[config.mk]
export PLATFORM = sky130hd
export DESIGN_NAME = scsu_unicode_decompressor_flat
export DESIGN_NICKNAME = d
export VERILOG_FILES = /design/src/rtl/core/scsu_pkg.sv /design/src/rtl/core/scsu_req_if.sv /design/src/rtl/core/scsu_rsp_if.sv /design/src/rtl/core/scsu_decode.sv /design/src/rtl/core/scsu_unicode_decompressor.sv /design/src/flat_wrapper.sv
export SDC_FILE = /design/constraint.sdc
export NUM_CORES = 1
export LEC_CHECK = 0
export ABC_AREA = 1
export ABC_CLOCK_PERIOD_IN_PS = 4800
export BUFFER_PORTS_ARGS = -buffer_cell sky130_fd_sc_hd__buf_2
export CELL_PAD_IN_SITES_DETAIL_PLACEMENT = 1
export CELL_PAD_IN_SITES_GLOBAL_PLACEMENT = 1
export CORE_ASPECT_RATIO = 0.8
export CORE_UTILIZATION = 46
export DETAILED_ROUTE_END_ITERATION = 10
export PLACE_DENSITY = 0.9
export SLEW_MARGIN = 20
export SYNTH_ARGS = -nofsm -noshare
export SYNTH_HDL_FRONTEND = slang
export SYNTH_SLANG_ARGS = --single-unit
[constraint.sdc]
create_clock -name clock -period 4.8 [get_ports clock]
set_input_delay 0.24 -clock clock [delete_from_list [all_inputs] [get_ports clock]]
set_output_delay 0.24 -clock clock [all_outputs]
set_load 0.01 [all_outputs]
[src/rtl/core/scsu_pkg.sv]
// Shared types, constants and window tables for the SCSU decoder.
// No dependencies; imported by the decode logic and the top level.
`timescale 1ns / 1ps
`default_nettype none

package scsu_pkg;

   localparam int BASE_W = 21;

   typedef logic [BASE_W-1:0] base_type;
   typedef logic [7:0][BASE_W-1:0] win_arr_type;

   typedef enum logic [2:0] {
      PH_NONE = 3'd0,
      PH_SQN  = 3'd1,
      PH_QHI  = 3'd2,
      PH_QLO  = 3'd3,
      PH_DOFF = 3'd4,
      PH_DXHI = 3'd5,
      PH_DXLO = 3'd6
   } phase_type;

   localparam logic [1:0] ST_UNIT  = 2'd0;
   localparam logic [1:0] ST_ERR   = 2'd1;
   localparam logic [1:0] ST_TRUNC = 2'd2;

   // single-byte mode tags
   localparam logic [7:0] TAG_SQ0 = 8'h01;
   localparam logic [7:0] TAG_SQ7 = 8'h08;
   localparam logic [7:0] TAG_SDX = 8'h0B;
   localparam logic [7:0] TAG_RSV = 8'h0C;
   localparam logic [7:0] TAG_SQU = 8'h0E;
   localparam logic [7:0] TAG_SCU = 8'h0F;
   localparam logic [7:0] TAG_SC0 = 8'h10;
   localparam logic [7:0] TAG_SC7 = 8'h17;
   localparam logic [7:0] TAG_SD0 = 8'h18;
   localparam logic [7:0] TAG_SD7 = 8'h1F;
   // unicode mode tags
   localparam logic [7:0] TAG_UC0 = 8'hE0;
   localparam logic [7:0] TAG_UC7 = 8'hE7;
   localparam logic [7:0] TAG_UD0 = 8'hE8;
   localparam logic [7:0] TAG_UD7 = 8'hEF;
   localparam logic [7:0] TAG_UQU = 8'hF0;
   localparam logic [7:0] TAG_UDX = 8'hF1;
   localparam logic [7:0] TAG_URS = 8'hF2;

   localparam base_type ACTIVE_RESET = 21'h00080;
   localparam base_type SUPP_BASE    = 21'h10000;
   localparam base_type HANGUL_GAP   = 21'h0AC00;

   localparam win_arr_type DYN_DEFAULT = {
      21'h0FF00, 21'h030A0, 21'h03040, 21'h00900,
      21'h00600, 21'h00400, 21'h000C0, 21'h00080
   };

   typedef struct packed {
      logic      umode;
      base_type  active;
      phase_type phase;
      logic [7:0] held;
      logic [2:0] pwin;
      logic      halted;
   } state_type;

   typedef struct packed {
      logic [15:0] code_unit;
      logic [1:0]  status;
      logic        run_last;
   } res_type;

   typedef struct packed {
      state_type  nx;
      logic [1:0] count;
      logic       win_we;
      logic [2:0] win_idx;
      base_type   win_base;
      res_type    res0;
      logic [15:0] low_unit;
   } dec_type;

   typedef struct packed {
      logic     ok;
      base_type base;
   } offset_type;

   function automatic base_type static_win(input logic [2:0] idx);
      base_type r;
      case (idx)
         3'd0:    r = 21'h00000;
         3'd1:    r = 21'h00080;
         3'd2:    r = 21'h00100;
         3'd3:    r = 21'h00300;
         3'd4:    r = 21'h02000;
         3'd5:    r = 21'h02080;
         3'd6:    r = 21'h02100;
         default: r = 21'h03000;
      endcase
      return r;
   endfunction

   function automatic base_type special_win(input logic [2:0] idx);
      base_type r;
      case (idx)
         3'd0:    r = 21'h000C0;
         3'd1:    r = 21'h00250;
         3'd2:    r = 21'h00370;
         3'd3:    r = 21'h00530;
         3'd4:    r = 21'h03040;
         3'd5:    r = 21'h030A0;
         default: r = 21'h0FF60;
      endcase
      return r;
   endfunction

   // window offset byte of SDn/UDn to a base; zero and A8..F8 are reserved
   function automatic offset_type offset_base(input logic [7:0] b);
      offset_type r;
      logic [7:0] sidx;
      sidx = b - 8'hF9;
      r.ok = 1'b1;
      r.base = BASE_W'({b, 7'd0});
      if (b >= 8'hF9) begin
         r.base = special_win(sidx[2:0]);
      end else if (b >= 8'h01 && b <= 8'h67) begin
         r.base = BASE_W'({b, 7'd0});
      end else if (b >= 8'h68 && b <= 8'hA7) begin
         r.base = BASE_W'({b, 7'd0}) + HANGUL_GAP;
      end else begin
         r.ok = 1'b0;
      end
      return r;
   endfunction

endpackage

`default_nettype wire

[src/rtl/core/scsu_req_if.sv]
// Request channel: one compressed byte per transfer with its buffer-end mark.
// No dependencies.
`timescale 1ns / 1ps
`default_nettype none

interface scsu_req_if;
   logic       valid;
   logic       ready;
   logic [7:0] in_byte;
   logic       buffer_end;

   modport source (output valid, output in_byte, output buffer_end, input ready);
   modport sink   (input valid, input in_byte, input buffer_end, output ready);
endinterface

`default_nettype wire

[src/rtl/core/scsu_rsp_if.sv]
// Response channel: one UTF-16 code unit or status per transfer.
// No dependencies.
`timescale 1ns / 1ps
`default_nettype none

interface scsu_rsp_if;
   logic        valid;
   logic        ready;
   logic [15:0] code_unit;
   logic [1:0]  status;
   logic        run_last;

   modport source (output valid, output code_unit, output status, output run_last,
                   input ready);
   modport sink   (input valid, input code_unit, input status, input run_last,
                   output ready);
endinterface

`default_nettype wire

[src/rtl/core/scsu_decode.sv]
// Combinational decode of one SCSU byte against the current decoder state.
// Depends on scsu_pkg.
`timescale 1ns / 1ps
`default_nettype none

module scsu_decode
   import scsu_pkg::*;
(
   input  state_type   st,
   input  win_arr_type win,
   input  logic [7:0]  b,
   input  logic        buf_end,
   output dec_type     dec
);

   logic [2:0]  rd_idx;
   base_type    rd_base;
   offset_type  ob;
   base_type    cp;
   base_type    supp;
   base_type    dx_base;
   logic        emit;
   logic        err;
   state_type   nx;

   assign rd_idx  = (st.phase == PH_SQN) ? st.pwin : b[2:0];
   assign rd_base = win[rd_idx];
   assign ob      = offset_base(b);
   assign dx_base = SUPP_BASE + BASE_W'({st.held[4:0], b, 7'd0});
   assign supp    = cp - SUPP_BASE;

   always_comb begin
      nx = st;
      emit = 1'b0;
      err = 1'b0;
      cp = '0;
      dec.win_we = 1'b0;
      dec.win_idx = st.pwin;
      dec.win_base = ob.base;
      if (!st.halted) begin
         nx.phase = PH_NONE;
         case (st.phase)
            PH_SQN: begin
               emit = 1'b1;
               if (!b[7]) begin
                  cp = static_win(st.pwin) + BASE_W'(b);
               end else begin
                  cp = rd_base + BASE_W'(b[6:0]);
               end
            end
            PH_QHI: begin
               nx.held = b;
               nx.phase = PH_QLO;
            end
            PH_QLO: begin
               emit = 1'b1;
               cp = BASE_W'({st.held, b});
            end
            PH_DOFF: begin
               if (ob.ok) begin
                  nx.umode = 1'b0;
                  nx.active = ob.base;
                  dec.win_we = 1'b1;
               end else begin
                  err = 1'b1;
               end
            end
            PH_DXHI: begin
               nx.held = b;
               nx.phase = PH_DXLO;
            end
            PH_DXLO: begin
               nx.umode = 1'b0;
               nx.active = dx_base;
               dec.win_we = 1'b1;
               dec.win_idx = st.held[7:5];
               dec.win_base = dx_base;
            end
            default: begin
               if (st.umode) begin
                  if (b < TAG_UC0 || b > TAG_URS) begin
                     nx.held = b;
                     nx.phase = PH_QLO;
                  end else if (b == TAG_UQU) begin
                     nx.phase = PH_QHI;
                  end else if (b <= TAG_UC7) begin
                     nx.active = rd_base;
                     nx.umode = 1'b0;
                  end else if (b <= TAG_UD7) begin
                     nx.pwin = b[2:0];
                     nx.phase = PH_DOFF;
                  end else if (b == TAG_UDX) begin
                     nx.phase = PH_DXHI;
                  end else begin
                     err = 1'b1;
                  end
               end else begin
                  if (b == 8'h00 || b == 8'h09 || b == 8'h0A || b == 8'h0D ||
                      (b >= 8'h20 && b <= 8'h7F)) begin
                     emit = 1'b1;
                     cp = BASE_W'(b);
                  end else if (b[7]) begin
                     emit = 1'b1;
                     cp = st.active + BASE_W'(b[6:0]);
                  end else if (b >= TAG_SQ0 && b <= TAG_SQ7) begin
                     nx.pwin = 3'(b - TAG_SQ0);
                     nx.phase = PH_SQN;
                  end else if (b == TAG_SDX) begin
                     nx.phase = PH_DXHI;
                  end else if (b == TAG_SQU) begin
                     nx.phase = PH_QHI;
                  end else if (b == TAG_SCU) begin
                     nx.umode = 1'b1;
                  end else if (b >= TAG_SC0 && b <= TAG_SC7) begin
                     nx.active = rd_base;
                  end else if (b >= TAG_SD0 && b <= TAG_SD7) begin
                     nx.pwin = b[2:0];
                     nx.phase = PH_DOFF;
                  end else begin
                     // only the reserved tag is left here
                     err = 1'b1;
                  end
               end
            end
         endcase
         if (err) begin
            nx.halted = 1'b1;
            nx.phase = PH_NONE;
         end
      end

      dec.count = 2'd0;
      dec.res0 = '{code_unit: cp[15:0], status: ST_UNIT, run_last: 1'b1};
      dec.low_unit = 16'hDC00 | 16'(supp[9:0]);
      if (emit) begin
         if (cp[20:16] != 5'd0) begin
            dec.count = 2'd2;
            dec.res0.code_unit = 16'hD800 + 16'(supp[19:10]);
            dec.res0.run_last = 1'b0;
         end else begin
            dec.count = 2'd1;
         end
      end
      if (err) begin
         dec.count = 2'd1;
         dec.res0 = '{code_unit: 16'h0000, status: ST_ERR, run_last: 1'b1};
      end
      if (buf_end) begin
         if (nx.phase != PH_NONE) begin
            dec.count = 2'd1;
            dec.res0 = '{code_unit: 16'h0000, status: ST_TRUNC, run_last: 1'b1};
         end
         nx.umode = 1'b0;
         nx.phase = PH_NONE;
         nx.halted = 1'b0;
      end
      dec.nx = nx;
   end

endmodule

`default_nettype wire

[src/rtl/core/scsu_unicode_decompressor.sv]
// SCSU to UTF-16 decoder, top level.
// Depends on scsu_pkg, scsu_req_if, scsu_rsp_if and scsu_decode.
//
// Use: bytes of the compressed stream arrive on the req channel, one per
// request, with buffer_end set on the last byte of a buffer. Each byte
// produces zero, one or two responses on rsp: a code unit (status 0), an
// error for a reserved byte (status 1, decoding halts until buffer end) or a
// truncation mark for a tag left open at buffer end (status 2). run_last is
// set on the last response of a byte.
// An accepted byte is held in the input register and decoded from there;
// its first response is then registered in the output register.
// Throughput: one byte per cycle while the receiver does not stall; the limit
// is the single output register, which presents one code unit per cycle, so a
// byte yielding a surrogate pair holds it for both of its units in turn.
// Reset restores single-byte mode, the default dynamic windows and the
// default active window, and drops anything in flight.
// When the receiver stalls, the output register holds; bytes that yield no
// response still pass, the first one that yields a response waits in the
// input register and req_ready falls.

`timescale 1ns / 1ps
`default_nettype none

module scsu_unicode_decompressor
   import scsu_pkg::*;
(
   input  wire logic   clock,
   input  wire logic   reset,
   scsu_req_if.sink    req,
   scsu_rsp_if.source  rsp
);

   logic        in_valid_ff, in_valid_in;
   logic [7:0]  in_byte_ff, in_byte_in;
   logic        in_end_ff, in_end_in;
   state_type   state_ff, state_in;
   win_arr_type win_ff, win_in;
   res_type     slot_ff, slot_in;
   logic        slot_valid_ff, slot_valid_in;
   logic [15:0] low_ff, low_in;
   logic        low_valid_ff, low_valid_in;

   dec_type     dec;
   logic        out_free;
   logic        commit;
   logic        req_take;
   logic        rsp_take;

   scsu_decode u_decode (
      .st      (state_ff),
      .win     (win_ff),
      .b       (in_byte_ff),
      .buf_end (in_end_ff),
      .dec     (dec)
   );

   assign rsp_take  = slot_valid_ff && rsp.ready;
   assign out_free  = !slot_valid_ff || (rsp.ready && !low_valid_ff);
   assign commit    = in_valid_ff && ((dec.count == 2'd0) || out_free);
   assign req.ready = !in_valid_ff || commit;
   assign req_take  = req.valid && req.ready;

   assign rsp.valid     = slot_valid_ff;
   assign rsp.code_unit = slot_ff.code_unit;
   assign rsp.status    = slot_ff.status;
   assign rsp.run_last  = slot_ff.run_last;

   always_comb begin
      in_valid_in = in_valid_ff;
      in_byte_in  = in_byte_ff;
      in_end_in   = in_end_ff;
      if (req_take) begin
         in_valid_in = 1'b1;
         in_byte_in  = req.in_byte;
         in_end_in   = req.buffer_end;
      end else if (commit) begin
         in_valid_in = 1'b0;
      end
   end

   always_comb begin
      state_in = state_ff;
      win_in   = win_ff;
      if (commit) begin
         state_in = dec.nx;
         if (dec.win_we) begin
            win_in[dec.win_idx] = dec.win_base;
         end
      end
   end

   always_comb begin
      slot_in       = slot_ff;
      slot_valid_in = slot_valid_ff;
      low_in        = low_ff;
      low_valid_in  = low_valid_ff;
      if (commit && dec.count != 2'd0) begin
         slot_in       = dec.res0;
         slot_valid_in = 1'b1;
         low_in        = dec.low_unit;
         low_valid_in  = (dec.count == 2'd2);
      end else if (rsp_take) begin
         if (low_valid_ff) begin
            slot_in      = '{code_unit: low_ff, status: ST_UNIT, run_last: 1'b1};
            low_valid_in = 1'b0;
         end else begin
            slot_valid_in = 1'b0;
         end
      end
   end

   always_ff @(posedge clock) begin
      if (reset) begin
         in_valid_ff   <= 1'b0;
         slot_valid_ff <= 1'b0;
         low_valid_ff  <= 1'b0;
         state_ff      <= '{umode: 1'b0, active: ACTIVE_RESET, phase: PH_NONE,
                            held: 8'h00, pwin: 3'd0, halted: 1'b0};
         win_ff        <= DYN_DEFAULT;
      end else begin
         in_valid_ff   <= in_valid_in;
         slot_valid_ff <= slot_valid_in;
         low_valid_ff  <= low_valid_in;
         state_ff      <= state_in;
         win_ff        <= win_in;
      end
   end

   always_ff @(posedge clock) begin
      in_byte_ff <= in_byte_in;
      in_end_ff  <= in_end_in;
      slot_ff    <= slot_in;
      low_ff     <= low_in;
   end

`ifndef SYNTHESIS
   // the low surrogate only waits behind a presented high surrogate
   a_low_behind_slot: assert property (@(posedge clock) disable iff (reset)
      low_valid_ff |-> slot_valid_ff)
      else $error("low surrogate pending with empty output slot");

   a_low_follows: assert property (@(posedge clock) disable iff (reset)
      (rsp_take && low_valid_ff) |=>
         (slot_valid_ff && slot_ff.code_unit[15:10] == 6'b110111 && slot_ff.run_last))
      else $error("second unit of a pair is not a low surrogate");

   a_halt_no_tag: assert property (@(posedge clock) disable iff (reset)
      state_ff.halted |-> (state_ff.phase == PH_NONE))
      else $error("tag pending while halted");

   a_no_overwrite: assert property (@(posedge clock) disable iff (reset)
      (slot_valid_ff && !rsp.ready) |=> (slot_valid_ff && $stable(slot_ff)))
      else $error("output slot changed while stalled");
`endif

endmodule

`default_nettype wire
[src/flat_wrapper.sv]
// flat-port wrapper written by rule: the top's interface ports become plain ports
module scsu_unicode_decompressor_flat import scsu_pkg::*;
  (clock, reset, req_valid, req_in_byte, req_buffer_end, req_ready, rsp_valid, rsp_code_unit, rsp_status, rsp_run_last, rsp_ready);
  scsu_req_if req_i ();
  scsu_rsp_if rsp_i ();
  input  wire logic clock;
  input  wire logic reset;
  input wire logic [$bits(req_i.valid)-1:0] req_valid;
  input wire logic [$bits(req_i.in_byte)-1:0] req_in_byte;
  input wire logic [$bits(req_i.buffer_end)-1:0] req_buffer_end;
  output wire logic [$bits(req_i.ready)-1:0] req_ready;
  output wire logic [$bits(rsp_i.valid)-1:0] rsp_valid;
  output wire logic [$bits(rsp_i.code_unit)-1:0] rsp_code_unit;
  output wire logic [$bits(rsp_i.status)-1:0] rsp_status;
  output wire logic [$bits(rsp_i.run_last)-1:0] rsp_run_last;
  input wire logic [$bits(rsp_i.ready)-1:0] rsp_ready;
  assign req_i.valid = req_valid;
  assign req_i.in_byte = req_in_byte;
  assign req_i.buffer_end = req_buffer_end;
  assign req_ready = req_i.ready;
  assign rsp_valid = rsp_i.valid;
  assign rsp_code_unit = rsp_i.code_unit;
  assign rsp_status = rsp_i.status;
  assign rsp_run_last = rsp_i.run_last;
  assign rsp_i.ready = rsp_ready;
  scsu_unicode_decompressor u_core (.clock(clock), .reset(reset), .req(req_i), .rsp(rsp_i));
endmodule
==> metrics.txt <==
worst path cell trace inv_2 > nand2_2 > nand2_2 > o21ai_0 > o221ai_1 > nand2_1 > ha_1 > fa_1 > nand2_1 > inv_1 > or2_2 > nand3_2 > nor2_4 > a21oi_1 > o21ai_0 > nand2_1 > ha_1 > nand4_4 > a21oi_2 > o21ai_0; Clock Path Buffers 3; Iteration-0 DRC Markers 1301; gpl congestion 0.953; H-tree lvl count 1; post-synthesis mux area share 0%; Leakage 5.74 nW; Final Cell Area 13900 um2; die area 28000 um2; clock share of power 39.1%; vias in the first global route 13345; Synth Area in Simple Gates 33.1%; DRC 0; row count 53; internal power 3.17 mW; CP Buf/Inv Count 2; MaxCap Viol Count 0; Cells after Synth 1867; input/output buffers 33; HPWL after DPL 33.2 mm; post-synthesis compound-gate area fraction 17.6%; WS Path Type flop to flop; family with the most delay on the worst path simple AND/OR/NAND/NOR gates; Slew @ Worst Pin 1.05 ns; Final setup viols 0; worst stage delay on the critical path 0.48 ns; number of synthesized flops with an enable pin 38; Worst Path Arrival 4.87 ns; VDD IR max 0.241 mV; Final #Nets 1907; Tcrit/Tclk final 96.3%; Post-Route WL 48.1 mm; Req. time, crit path 5.05 ns; clock insertion delay at the later pin of the skew report 0.53 ns; clock root buffer clkbuf_16; initial core utilization 47.4%; ANT nets after route 0; switching power of the nets 1.53 mW; post-route minimum period 4.62 ns; Critical Path Fanout Max 12; status finished clean; Fill cells 3567; Hold WC Path Type input port to flop; core outline area 26500 um2; CP Depth 20; #FFs+latches synth 210; Max Fclk 0.216 GHz; FF-to-FF path depth 20; total gr overflow 0; Comb pwr share 20.7%; Final Util 52.3%; Post-Syn Area 12600 um2; die width 187 um; # clock sinks 210; sequential fraction of the synthesis area 36.5%; Hold Path Depth 3; most frequent cells in the layout 460 x nand2_1, 187 x inv_1, 184 x nand3_1; # diodes 0; pwr dens 339 nW/um2; asr flop ratio synth 0%; Post-DP Area 13000 um2; combinational family with the most area after synthesis simple AND/OR/NAND/NOR gates; adder-cell area share of the yosys netlist 2.25%; RSZ-0062 raised after global routing no; Fin. Hold Viols 0; syn avg cell area 6.73 um2; skew final 0.0159 ns; initial antenna violation count 1; first-pass GRT wire length 74.9 mm; via/cell ratio 6.04; CTS Buf Count 24; crit path capture type flop; Die Y 150 um; Fin Setup TNS 0 ns; Netlist cell types 57; synthesis-to-finish area growth 10.4%; sequential share of power 40.2%; final-report max-slew violation count 0; CP max stage cell edfxtp_1; IO Pins 34; Most used DFF post-synth dfxtp_1; GRT Total Usage 33.8%; XOR/XNOR Fraction of Synth Area 0.348%; commonest non-fill, non-tap cell in the layout nand2_1; clock slew at reported path FFs 0.06 ns; Switching Fraction 32.6%; wire per inst 21.4 um; post-synth net total 1902; CTS tree done; largest net degree at the start of global routing 80; Synth warnings 0; TritonRoute pass-1 iters 5; crit start category flop; Slew HR 29.9%; share of post-route cells with drive strength above 1 9.79%; post-CTS setup buffers 0; vias post-DR 13556
power by group through the flow:
| stage | logic (mW) | registers [mW] | clock network, mW |
|---|---|---|---|
| finish | 0.975 | 1.89 | 1.84 |
| global route | 1.04 | 1.89 | 1.90 |
| CTS | 0.946 | 1.89 | 1.84 |
| detailed placement | 0.926 | 1.93 | 0 |
| global placement | 0.898 | 1.92 | 0 |
| floorplan | 0.646 | 1.92 | 0 |
stage by stage:
stage / hold WS, ns / power [mW] / setup WS (ns) / cells
detailed placement: 0.419 / 2.85 / 0.0356 / 2194
global placement: 0.418 / 2.82 / 0.277 / 2194
floorplan: 0.339 / 2.56 / 0.417 / 1867
CTS: 0.0574 / 4.68 / 0.0874 / 2246
global route: 0.0807 / 4.84 / 0.000760 / 2246
finish: 0.0602 / 4.70 / 0.179 / 2246
synth_stat cells (8+ instances only):
cell type / count / share of area, %
a21oi_1: 170 / 6.8
buf_1: 8 / 0.24
buf_2: 39 / 1.6
buf_6: 9 / 0.81
clkbuf_1: 44 / 1.3
dfxtp_1: 172 / 27
edfxtp_1: 38 / 9.1
ha_1: 21 / 2.1
inv_1: 188 / 5.6
nand2_1: 460 / 14
nand2_2: 20 / 1.0
nand3_1: 184 / 7.3
nand3_2: 11 / 0.88
nand4_1: 61 / 3.0
nor2_1: 147 / 4.4
nor3_1: 14 / 0.56
o211ai_1: 25 / 1.5
o21ai_0: 134 / 5.3
o21ai_1: 18 / 0.72
o22ai_1: 10 / 0.50
sequential cells by signal (all words and copies together) (netlist names):
name	count
u_core.win_ff	136
u_core.rsp.code_unit	16
u_core.rsp.run_last	1
u_core.state_ff	33
u_core.rsp.status	2
u_core.in_byte_ff	8
u_core.low_ff	10
u_core.rsp.valid	1
u_core.low_valid_ff	1
u_core.in_valid_ff	1
u_core.in_end_ff	1
worst register-to-register path: stages, from the launching register on:
cell      delay, ns
edfxtp_1       0.48
inv_2          0.31
nand2_2        0.11
nand2_2        0.23
o21ai_0        0.14
o221ai_1       0.19
nand2_1        0.13
ha_1           0.26
fa_1           0.45
nand2_1        0.09
inv_1          0.05
or2_2          0.29
nand3_2        0.14
nor2_4         0.09
a21oi_1        0.13
o21ai_0        0.12
nand2_1        0.16
ha_1           0.30
nand4_4        0.24
a21oi_2        0.27
o21ai_0        0.17
cell type report:
cell class / instances / area, um2 / share of cell area (%)
multi-input combinational: 1352 / 6720 / 48.5
sequential: 210 / 4590 / 33.1
inverter: 198 / 747 / 5.38
clock buffer: 36 / 739 / 5.33
timing repair buffer: 86 / 593 / 4.27
tap: 357 / 447 / 3.22
clock inverter: 7 / 37.5 / 0.271
kinds of logic (layout without fill, tap and decap cells):
group	count (synthesis)	in the layout
AO/OA/AOI/OAI	398	398
XOR/XNOR	5	5
adder cells (fa/ha/maj)	22	22
buffers and inverters	305	327
flip-flops	210	210
other	1	1
AND/OR/NAND/NOR	926	926
metal layers:
| metal | wire (um) | share of wire [%] | vias up | global-route usage (%) |
|---|---|---|---|---|
| li1 | - | - | 6245 | - |
| met1 | 21300 | 44 | 6632 | 46.0 |
| met2 | 21600 | 45 | 585 | 54.7 |
| met3 | 3910 | 8.1 | 92 | 5.79 |
| met4 | 1280 | 2.7 | 2 | 10.3 |
| met5 | 13 | 0.027 | - | 0 |
path summary, 6_finish.rpt:
check                                               startpoint                                      to  slack [ns]
worst max register to register  u_core.in_byte_ff[0]$_DFFE_PP_  u_core.rsp.code_unit[14]$_SDFFCE_PN1P_        0.18
worst min register to register  u_core.win_ff[56]$_SDFFE_PP0P_          u_core.win_ff[56]$_SDFFE_PP0P_        0.44
worst max-delay path            u_core.in_byte_ff[0]$_DFFE_PP_  u_core.rsp.code_unit[14]$_SDFFCE_PN1P_        0.18
worst min-delay path                                 req_valid         u_core.in_valid_ff$_SDFFE_PP0P_        0.06
what timing repair did:
action,4_1_cts,5_1_grt
gates cloned,0,0
endpoints found under the hold margin,9,0
gates resized for setup,1,5
endpoints found under the setup margin,2,15
hold buffers,9,0
(Power assumes the default switching activity.)
